===== config.mk =====
export PLATFORM = sky130hd
export DESIGN_NAME = sss_divider
export DESIGN_NICKNAME = d
export VERILOG_FILES = /design/src/sv/sss_divider.sv
export SDC_FILE = /design/constraint.sdc
export NUM_CORES = 1
export LEC_CHECK = 0
export ABC_AREA = 1
export BUFFER_PORTS_ARGS = -buffer_cell sky130_fd_sc_hd__buf_2
export CORE_AREA = 2 2 96 98
export CTS_BUF_LIST = sky130_fd_sc_hd__clkbuf_8
export CTS_CLUSTER_DIAMETER = 150
export DETAILED_ROUTE_END_ITERATION = 10
export DIE_AREA = 0 0 98 100
export GPL_TIMING_DRIVEN = 0
export PLACE_DENSITY = 0.76
export SLEW_MARGIN = 20
export SYNTH_ARGS = -nofsm -noshare
export SYNTH_HDL_FRONTEND = slang
export SYNTH_SLANG_ARGS = --single-unit

===== constraint.sdc =====
create_clock -name clk -period 3.1 [get_ports clk]
set_input_delay 0.155 -clock clk [delete_from_list [all_inputs] [get_ports clk]]
set_output_delay 0.155 -clock clk [all_outputs]
set_load 0.005 [all_outputs]

===== src/sv/sss_divider.sv =====
module sss_divider #(
    parameter int NW = 64,
    parameter int DW = 11
) (
    input  logic          clk,
    input  logic          rst_n,
    input  logic          start,
    input  logic [NW-1:0] numer,
    input  logic [DW-1:0] denom,
    output logic          done,
    output logic [DW-1:0] remainder
);

    localparam int CW = $clog2(NW + 1);

    logic [NW-1:0] quo_reg;
    logic [DW:0]   rem_reg;
    logic [DW-1:0] den_reg;
    logic [CW-1:0] cnt_reg;
    logic          busy_reg;
    logic          done_reg;
    logic [DW+1:0] trial;
    logic [DW+1:0] shifted;

    assign shifted = {rem_reg, quo_reg[NW-1]};
    assign trial   = shifted - {2'b00, den_reg};

    always_ff @(posedge clk or negedge rst_n)
    begin
        if (!rst_n)
        begin
            busy_reg <= 1'b0;
            done_reg <= 1'b0;
            cnt_reg  <= '0;
        end
        else
        begin
            done_reg <= 1'b0;
            if (start)
            begin
                busy_reg <= 1'b1;
                cnt_reg  <= CW'(NW);
            end
            else if (busy_reg)
            begin
                cnt_reg <= cnt_reg - 1'b1;
                if (cnt_reg == CW'(1))
                begin
                    busy_reg <= 1'b0;
                    done_reg <= 1'b1;
                end
            end
        end
    end

    always_ff @(posedge clk)
    begin
        if (start)
        begin
            quo_reg <= numer;
            rem_reg <= '0;
            den_reg <= denom;
        end
        else if (busy_reg)
        begin
            quo_reg <= {quo_reg[NW-2:0], 1'b0};
            if (!trial[DW+1])
                rem_reg <= trial[DW:0];
            else
                rem_reg <= shifted[DW:0];
        end
    end

    assign done      = done_reg;
    assign remainder = rem_reg[DW-1:0];

endmodule


==> summary.txt <==
Final layout
  • Largest register FFs: 64
  • # diodes: 0
  • Final nets: a little under 800
  • Layout cells sized above 1: 0.192
  • Fill cells: between 700 and 800
  • Non-filler cells, final: 803
  • Area of the multi-input gates: ~1700 um^2
  • P&R area growth vs syn: 19.3%
  • FF+latch area: between 2000 and 3000 um^2

Synth
  • EDFF count, synth: 75
  • Syn Inst Count: around 570
  • Synth top area cells: edfxtp_1 (46%), nand2_1 (22%), dfxtp_1 (5.0%), dfrtp_1 (4.6%), inv_1 (4.6%)
  • Post-synthesis register bit count: 96
  • Dominant synthesized flop cell: edfxtp_1
  • Synth unique cells: 28
  • Top cell type's share of synthesized area: 0.465
  • Post-synth top cells: nand2_1 (289), edfxtp_1 (75), inv_1 (59)
  • Largest area contributor in the netlist: edfxtp_1
  • Post-synthesis sequential area ratio: 0.561
  • Post-synth net total: ~670
  • Synth async-reset ratio: 0.0938
  • Yosys Warn Count: 0
  • Netlist Area Pre-Place: roughly 4800 um^2
  • Most numerous cell in the Yosys netlist: nand2_1
  • Average cell area after synthesis: approximately 8.4 um^2

Setup path
  • Crit-path slowest cell: fa_1
  • R2r endpoint: rem_reg[5]$_SDFFE_PP0P_
  • Crit path launch: quo_reg[63]$_DFFE_PP_
  • Largest stage delay on the critical path: 0.43 ns
  • Cell class contributing the biggest share of worst-path delay: simple AND/OR/NAND/NOR gates
  • Crit-path max FO: 10
  • FF-to-FF Start: quo_reg[63]$_DFFE_PP_
  • Worst r2r path cells: 13
  • WP buf/inv: 3
  • WS Path Type: reg2reg
  • Setup crit start kind: flop
  • Critical Path AT: 2.44 ns
  • CP endpoint kind: flop
  • Crit path capture: rem_reg[5]$_SDFFE_PP0P_
  • Crit-path cells: inv_1, ha_1, inv_1, fa_1, nand3_1, nand3_2, nand3_2, nand4_1, nand2_2, buf_6, nand2_1, nand3_1, nand2_1
  • Crit path depth: 13
  • WP data required: 3.37 ns
  • R2R setup slack: between 0.9 and 1 ns

STA
  • Final Hold Vio Count: 0
  • Slew headroom: 0.620
  • Fin. max-slew vios: 0
  • Max frequency: between 400 and 500 MHz
  • Worst Max-Slew Pin Slew: ~0.57 ns
  • Final clock skew: approximately 0.011 ns
  • WHS: between 0.03 and 0.04 ns
  • PnR worst setup slack: 0.924 ns
  • Sum of negative setup slack: 0 ns
  • Crit share post-route: 0.702
  • Final setup fails: 0
  • Shortest period the worst path allows: around 2.2 ns
  • Unrepaired setup endpoints after global routing: no

Status
  • Status: finished, final reports clean

Clock network
  • Clk buf depth: 2
  • CTS tree: built
  • Clk Latency, worst-skew pair: approximately 0.37 ns
  • Cts repair resizes: 0
  • Cts bufs inserted: 9
  • Worst-path clk slew: around 0.10 ns
  • Clk Tree Root Cell: clkbuf_8
  • CTS Hold Bufs: 12
  • CTS Sinks: 96
  • Max H-tree Level: 3
  • Number of setup buffers added after CTS: 0

Global routing
  • Initial antenna violation count: 0
  • Grt total ovfl: 0
  • GRT Util Overall: 0.207
  • Global-route wire length before repair: 16,400 um
  • Largest net degree at the start of global routing: 54
  • Vias in the first global route: ~3.8k

Die
  • I/O Pins: 90
  • Die height: around 100 um
  • FP Rows: 35
  • Core Area: slightly below 9000 um^2
  • Die ar.: between 9000 and 10,000 um^2
  • Die width: about 100 um
  • Initial Util: 0.545

Detailed routing
  • Via count: ~3.8k
  • Drc violations: 0
  • First DRT Iteration DRCs: around 150
  • Avg WL per Cell: 11.9 um
  • Final wirelength: roughly 9600 um
  • TritonRoute pass-1 iters: 4
  • Routed vias/inst: approximately 4.8
  • Final antenna-violating net count: 0

Place
  • Post-DP HPWL: between 6000 and 7000 um
  • Gpl congestion: about 0.90
  • Port Buffers: 89
  • Worst slack, placed: just under 1 ns
  • Dpl cells: 775

Pwr
  • Pleak: 0.00302 uW
  • VDD IR max: 315 uV
  • Pwr per Cell Area: approximately 660 nW/um^2

Worst hold path
  • Hold crit path type: in2reg

Flow run
  • # Max-Cap Violations: 0
## how the worst min path moves through the flow
stage                         from                       end  slack (ns)  depth (start not counted)
after floorplan              rst_n        busy_reg$_DFF_PN0_       -0.14                          0
after global placement       rst_n            done$_DFF_PN0_        0.02                          1
after detailed placement     rst_n            done$_DFF_PN0_        0.02                          1
after CTS                 numer[0]  quo_reg[0]$_SDFFCE_PN0P_        0.02                          3
after global routing      numer[1]      quo_reg[1]$_DFFE_PP_        0.04                          3
final                     numer[0]  quo_reg[0]$_SDFFCE_PN0P_        0.03                          3
## routing by layer
layer / routed length, um / track usage / up-vias
met5: 0 / 0 / -
met3: 493 / 0.0397 / 19
met4: 212 / 0.0855 / 0
met1: 4220 / 0.257 / 1714
li1: - / - / 2017
met2: 4660 / 0.357 / 91
## cells in the final DEF (no fill, tap or decap), types with 6 or more instances in the layout
master	instances
dfrtp_1	9
buf_2	90
buf_4	11
nand2_1	289
dlygate4sd3_1	12
edfxtp_1	75
dfxtp_1	12
a21oi_1	9
ha_1	13
clkbuf_1	14
nand4_1	6
inv_1	58
clkbuf_8	10
nand3_1	25
nor2_1	18
nand2_2	6
## worst register-to-register path: cells and delay by family (launching register included)
family                     cells  cell delay [ns]
adders and majority gates      2             0.57
DFF                            1             0.38
buffers and inverters          3             0.33
and+or+nand+nor                8             0.78
## power breakdown
part / internal [uW] / switching, uW
Combinational: 558 / 751
Sequential: 1590 / 112
Clock: 333 / 486
Total: 2480 / 1350
## final cells by class
type | instances | area share
inverters | 63 | 0.0414
repair buffers | 102 | 0.103
clock buffers | 10 | 0.0238
clock inverters | 6 | 0.0108
multi-input cells | 386 | 0.298
well taps | 111 | 0.0240
plain buffers | 29 | 0.0288
flip-flops and latches | 96 | 0.470
## stage by stage
| step | util | instance area [um^2] | total power, uW |
|---|---|---|---|
| final | 0.650 | 5780 | 3830 |
| after global routing | 0.650 | 5780 | 4110 |
| after CTS | 0.650 | 5780 | 3850 |
| after detailed placement | 0.614 | 5460 | 3030 |
| after global placement | 0.611 | 5430 | 2990 |
| after floorplan | - | 4840 | 2680 |
## cells by family after synthesis
logic type / synth area share
AOI/OAI and AO/OA: 0.0173
xor gates and xnor gates: 0.0127
adders and majority gates: 0.0377
buffers and inverters: 0.0832
DFF: 0.561
and+or+nand+nor: 0.288
(Power assumes the default switching activity.)
