===== src/sv/sss_pkg.sv =====
package sss_pkg;

    localparam logic [1:0] REQ_LOAD  = 2'd0;
    localparam logic [1:0] REQ_BLOCK = 2'd1;
    localparam logic [1:0] REQ_QUERY = 2'd2;

    localparam logic [1:0] ADDR_COUNT = 2'd0;

    localparam logic [63:0] MIX_MULT = 64'd2685821657736338717;

    localparam int IN_BITS  = 200;
    localparam int IN_BYTES = 25;
    localparam int OUT_BITS = 40;

    typedef struct packed {
        logic [31:0] scheduled_id;
        logic        reshuffled;
        logic        status;
    } result_t;

endpackage


===== src/sv/sss_mixer.sv =====
module sss_mixer (
    input  logic        clk,
    input  logic        rst_n,
    input  logic        start,
    input  logic [31:0] seconds,
    input  logic [63:0] pos_mult,
    output logic        done,
    output logic [63:0] mix
);

    typedef enum logic [6:0] {
        M_IDLE = 7'b0000001,
        M_XOR  = 7'b0000010,
        M_LO   = 7'b0000100,
        M_HI1  = 7'b0001000,
        M_HI2  = 7'b0010000,
        M_SUM  = 7'b0100000,
        M_DONE = 7'b1000000
    } mstate_t;

    mstate_t     state_reg;
    logic [63:0] k_reg;
    logic [63:0] p_lo_reg;
    logic [31:0] p_h1_reg;
    logic [31:0] p_h2_reg;
    logic [63:0] mix_reg;
    logic [63:0] k1;
    logic [63:0] k2;
    logic [63:0] k3;

    assign k1 = k_reg ^ (k_reg >> 12);
    assign k2 = k1 ^ (k1 << 25);
    assign k3 = k2 ^ (k2 >> 27);

    always_ff @(posedge clk or negedge rst_n)
    begin
        if (!rst_n)
            state_reg <= M_IDLE;
        else
        begin
            unique case (state_reg)
                M_IDLE: if (start) state_reg <= M_XOR;
                M_XOR:  state_reg <= M_LO;
                M_LO:   state_reg <= M_HI1;
                M_HI1:  state_reg <= M_HI2;
                M_HI2:  state_reg <= M_SUM;
                M_SUM:  state_reg <= M_DONE;
                M_DONE: state_reg <= M_IDLE;
                default: state_reg <= M_IDLE;
            endcase
        end
    end

    always_ff @(posedge clk)
    begin
        case (state_reg)
            M_IDLE: if (start) k_reg <= {seconds, 32'd0} + pos_mult;
            M_XOR:  k_reg <= k3;
            M_LO:   p_lo_reg <= k_reg[31:0] * sss_pkg::MIX_MULT[31:0];
            M_HI1:  p_h1_reg <= 32'(k_reg[31:0] * sss_pkg::MIX_MULT[63:32]);
            M_HI2:  p_h2_reg <= 32'(k_reg[63:32] * sss_pkg::MIX_MULT[31:0]);
            M_SUM:  mix_reg <= p_lo_reg + {p_h1_reg + p_h2_reg, 32'd0};
            default: ;
        endcase
    end

    assign done = (state_reg == M_DONE);
    assign mix  = mix_reg;

endmodule


===== config.mk =====
export PLATFORM = sky130hd
export DESIGN_NAME = sss_mixer
export DESIGN_NICKNAME = d
export VERILOG_FILES = /design/src/sv/sss_pkg.sv /design/src/sv/sss_mixer.sv
export SDC_FILE = /design/constraint.sdc
export NUM_CORES = 2
export LEC_CHECK = 0
export BUFFER_PORTS_ARGS = -buffer_cell sky130_fd_sc_hd__buf_2
export CAP_MARGIN = 15
export CORE_MARGIN = 2
export CORE_UTILIZATION = 30
export CTS_CLUSTER_SIZE = 25
export DETAILED_ROUTE_END_ITERATION = 10
export PLACE_DENSITY_LB_ADDON = 0.05
export REMOVE_ABC_BUFFERS = 1
export SYNTH_ARGS = -nofsm -noshare
export SYNTH_HDL_FRONTEND = slang
export SYNTH_SLANG_ARGS = --single-unit

===== constraint.sdc =====
create_clock -name clk -period 15.5 [get_ports clk]
set_input_delay 2.325 -clock clk [delete_from_list [all_inputs] [get_ports clk]]
set_output_delay 2.325 -clock clk [all_outputs]
set_load 0.05 [all_outputs]

==> summary.json <==
{
  "status": {"value": "finished clean"},
  "max_cap_violations": {"value": 0},
  "timing.critical_path.to_type": {"value": "register"},
  "remaining_drc_errors": {"value": 0},
  "grt_max_degree": {"value": 99},
  "floorplan.initialDensity": {"value": 0.301},
  "tritoncts": {"value": "done"},
  "timing.critical_path.max_delay_family": {"value": "adder cells"},
  "synth_async_sr_flop_share": {"value": 0.0267},
  "grt_use_met1": {"value": 0.314},
  "number_of_global_route_vias_before_repair": {"value": 35200},
  "count_of_buffering_cells_on_the_critical_path_with_inverters_included": {"value": 7},
  "final_layout_size_suffix_gt1_frac": {"value": 0.0635},
  "grtUsageTotal": {"value": 0.214},
  "fp-row-count": {"value": 147},
  "cts_hold_buf": {"value": 0},
  "post_detail_place_hpwl": {"value": 149, "unit": "mm"},
  "critPathRequiredTime": {"value": 15.83, "unit": "ns"},
  "clk-insertion-delay-late": {"value": 0.60, "unit": "ns"},
  "fin_cells": {"value": 7013},
  "port_buffers": {"value": 163},
  "route.vias.total": {"value": 31900},
  "h-tree-depth": {"value": 2},
  "clk_root_buffer_cell": {"value": "clkbuf_16"},
  "rsz_0062_raised_after_global_routing": {"value": "no"},
  "synth_edf_count": {"value": 255},
  "grt_first_pass_wirelength": {"value": 251, "unit": "mm"},
  "gr-usage-met3": {"value": 0.0240},
  "clock_path_buffers": {"value": 3},
  "synth_area_per_cell": {"value": 10.5, "unit": "um^2"},
  "finish.net_count": {"value": 6526},
  "cp_max_fo": {"value": 12},
  "die_width": {"value": 405, "unit": "um"},
  "final.setup.tns": {"value": 0, "unit": "ns"},
  "gr-max-usage-layer": {"value": "met2"},
  "timing.critical_path.slowest_cell_delay": {"value": 0.66, "unit": "ns"},
  "die_height": {"value": 405, "unit": "um"},
  "critPathSlowestCell": {"value": "a21oi_1"},
  "synth_top_flop_cell": {"value": "edfxtp_1"},
  "timing.setup.critical_path_class": {"value": "reg -> reg"},
  "minimum_clock_period_after_layout": {"value": 8.24, "unit": "ns"},
  "finalWorstSetupSlack": {"value": 7.26, "unit": "ns"},
  "finalWeightedCongestion": {"value": 0.883},
  "slew_violations": {"value": 0},
  "synth_seq_area_share": {"value": 0.162},
  "synth.yosys.warnings": {"value": 0},
  "cts-resized-gates": {"value": 0},
  "firstDrtPassIters": {"value": 5},
  "path_clk_slew": {"value": 0.06, "unit": "ns"},
  "cp_common_cell": {"value": "fa_1"},
  "fill_cells": {"value": 16600},
  "cts_made_buffers": {"value": 36},
  "timing.critical_path.arrival": {"value": 8.57, "unit": "ns"},
  "route.antenna.remaining_nets": {"value": 0},
  "post_synth_instance_area": {"value": 0.0482, "unit": "mm^2"},
  "boundaryPins": {"value": 164},
  "hp-class": {"value": "reg -> reg"},
  "peak_clock_frequency_supported_by_timing": {"value": 121, "unit": "MHz"},
  "placed_cells_incl_taps": {"value": 6947},
  "core_region_area": {"value": 0.160, "unit": "mm^2"},
  "postSynthCellCount": {"value": 4602},
  "most_common_library_cell_in_the_layout_ignoring_fill_and_taps": {"value": "inv_1"},
  "whs": {"value": 0.416, "unit": "ns"},
  "wire_length_per_cell": {"value": 24.4, "unit": "um"},
  "post-route-period-util": {"value": 0.532},
  "yosys.cell_types.count": {"value": 87},
  "final-setup-viol-count": {"value": 0},
  "final_hold_viol_count": {"value": 0},
  "finalWirelength": {"value": 171, "unit": "mm"},
  "drt_iter0_markers": {"value": 1759},
  "dieArea": {"value": 0.164, "unit": "mm^2"},
  "transition_time_at_the_pin_with_the_least_slew_margin": {"value": 1.02, "unit": "ns"},
  "cp-start-kind": {"value": "register"},
  "antenna_found_initial": {"value": 18},
  "dpl_worst_slack": {"value": 7.14, "unit": "ns"},
  "grt_use_met2": {"value": 0.344},
  "synth-seq-cells": {"value": 262},
  "clock_skew": {"value": 0.0381, "unit": "ns"},
  "timing.slew.headroom": {"value": 0.321},
  "post_cts_buffers": {"value": 0},
  "area.growth.synth_to_final": {"value": 10.5, "unit": "%"},
  "most-common-layout-cells": {"value": "1272 x inv_1, 807 x fa_1, 795 x ha_1"},
  "vias_per_cell": {"value": 4.56},
  "overflow": {"value": 0},
  "cts_num_sinks": {"value": 262}
}
==> layout make-up <==
| cell class | count | area (um^2) | area share |
|---|---|---|---|
| antenna | 1 | 2.50 | 0.0000470 |
| clock buffer | 44 | 952 | 0.0179 |
| clock inverter | 21 | 278 | 0.00521 |
| inverter | 1272 | 4770 | 0.0896 |
| multi-input combinational | 3032 | 35500 | 0.666 |
| sequential | 262 | 7830 | 0.147 |
| tap | 2160 | 2700 | 0.0507 |
| timing repair buffer | 221 | 1250 | 0.0235 |
==> final timing paths <==
kind	slack [ns]	cells past startpoint	end	from
max	7.26	26	p_lo_reg[58]$_DFFE_PP_	k_reg[19]$_DFFE_PP_
min	0.42	0	mix[27]$_DFFE_PP_	p_lo_reg[27]$_DFFE_PP_
max reg2reg	7.26	26	p_lo_reg[58]$_DFFE_PP_	k_reg[19]$_DFFE_PP_
min reg2reg	0.42	0	mix[27]$_DFFE_PP_	p_lo_reg[27]$_DFFE_PP_
max in group asynchronous	13.69	1	state_reg[0]$_DFFE_PN1P_	rst_n
min in group asynchronous	1.55	1	state_reg[5]$_DFFE_PN0P_	rst_n
==> cell families (layout without fill, tap and decap cells) <==
logic type / count (synthesis) / count (layout) / synth area share
compound gates: 595 / 595 / 0.0800
xor+xnor: 379 / 379 / 0.0688
fa+ha+maj: 1602 / 1602 / 0.541
buf+inv: 1308 / 1558 / 0.102
flops: 262 / 262 / 0.162
mux: 1 / 1 / 0.000208
other cells: 0 / 1 / 0
simple gates: 455 / 455 / 0.0452
==> layer usage <==
metal / vias up / wire (um)
met5: - / 100
met4: 16 / 2700
met3: 113 / 6360
met2: 604 / 78000
met1: 16200 / 84300
li1: 15000 / -
==> cell usage after synthesis, types with 7 or more instances <==
| library cell | n | area share |
|---|---|---|
| nor2_1 | 106 | 0.0082 |
| a21oi_1 | 187 | 0.019 |
| o211ai_1 | 13 | 0.0020 |
| a21o_1 | 81 | 0.013 |
| nand4_1 | 18 | 0.0023 |
| nor3_1 | 33 | 0.0034 |
| nor4_1 | 7 | 0.00091 |
| nor2b_1 | 28 | 0.0036 |
| nand2_1 | 157 | 0.012 |
| o21ai_0 | 130 | 0.013 |
| o21bai_1 | 36 | 0.0056 |
| or3_1 | 7 | 0.00091 |
| a31oi_1 | 17 | 0.0022 |
| nand3_1 | 22 | 0.0023 |
| edfxtp_1 | 255 | 0.16 |
| ha_1 | 795 | 0.21 |
| inv_1 | 1272 | 0.099 |
| clkbuf_1 | 28 | 0.0022 |
| nand2b_1 | 18 | 0.0023 |
| a211oi_1 | 18 | 0.0028 |
| xor2_1 | 106 | 0.019 |
| o21a_1 | 24 | 0.0037 |
| and3_1 | 17 | 0.0022 |
| fa_1 | 807 | 0.33 |
| nor3b_1 | 10 | 0.0016 |
| xnor2_1 | 273 | 0.050 |
==> through the flow <==
step	instance area, um^2	utilization
6_report	53300	0.333
5_1_grt	53300	0.333
4_1_cts	53300	0.333
3_5_place_dp	52000	0.325
3_3_place_gp	52000	0.325
2_1_floorplan	48100	-
Power is not shown: default switching activity piles up to over one toggle a cycle in this logic, so the estimate is an artifact.
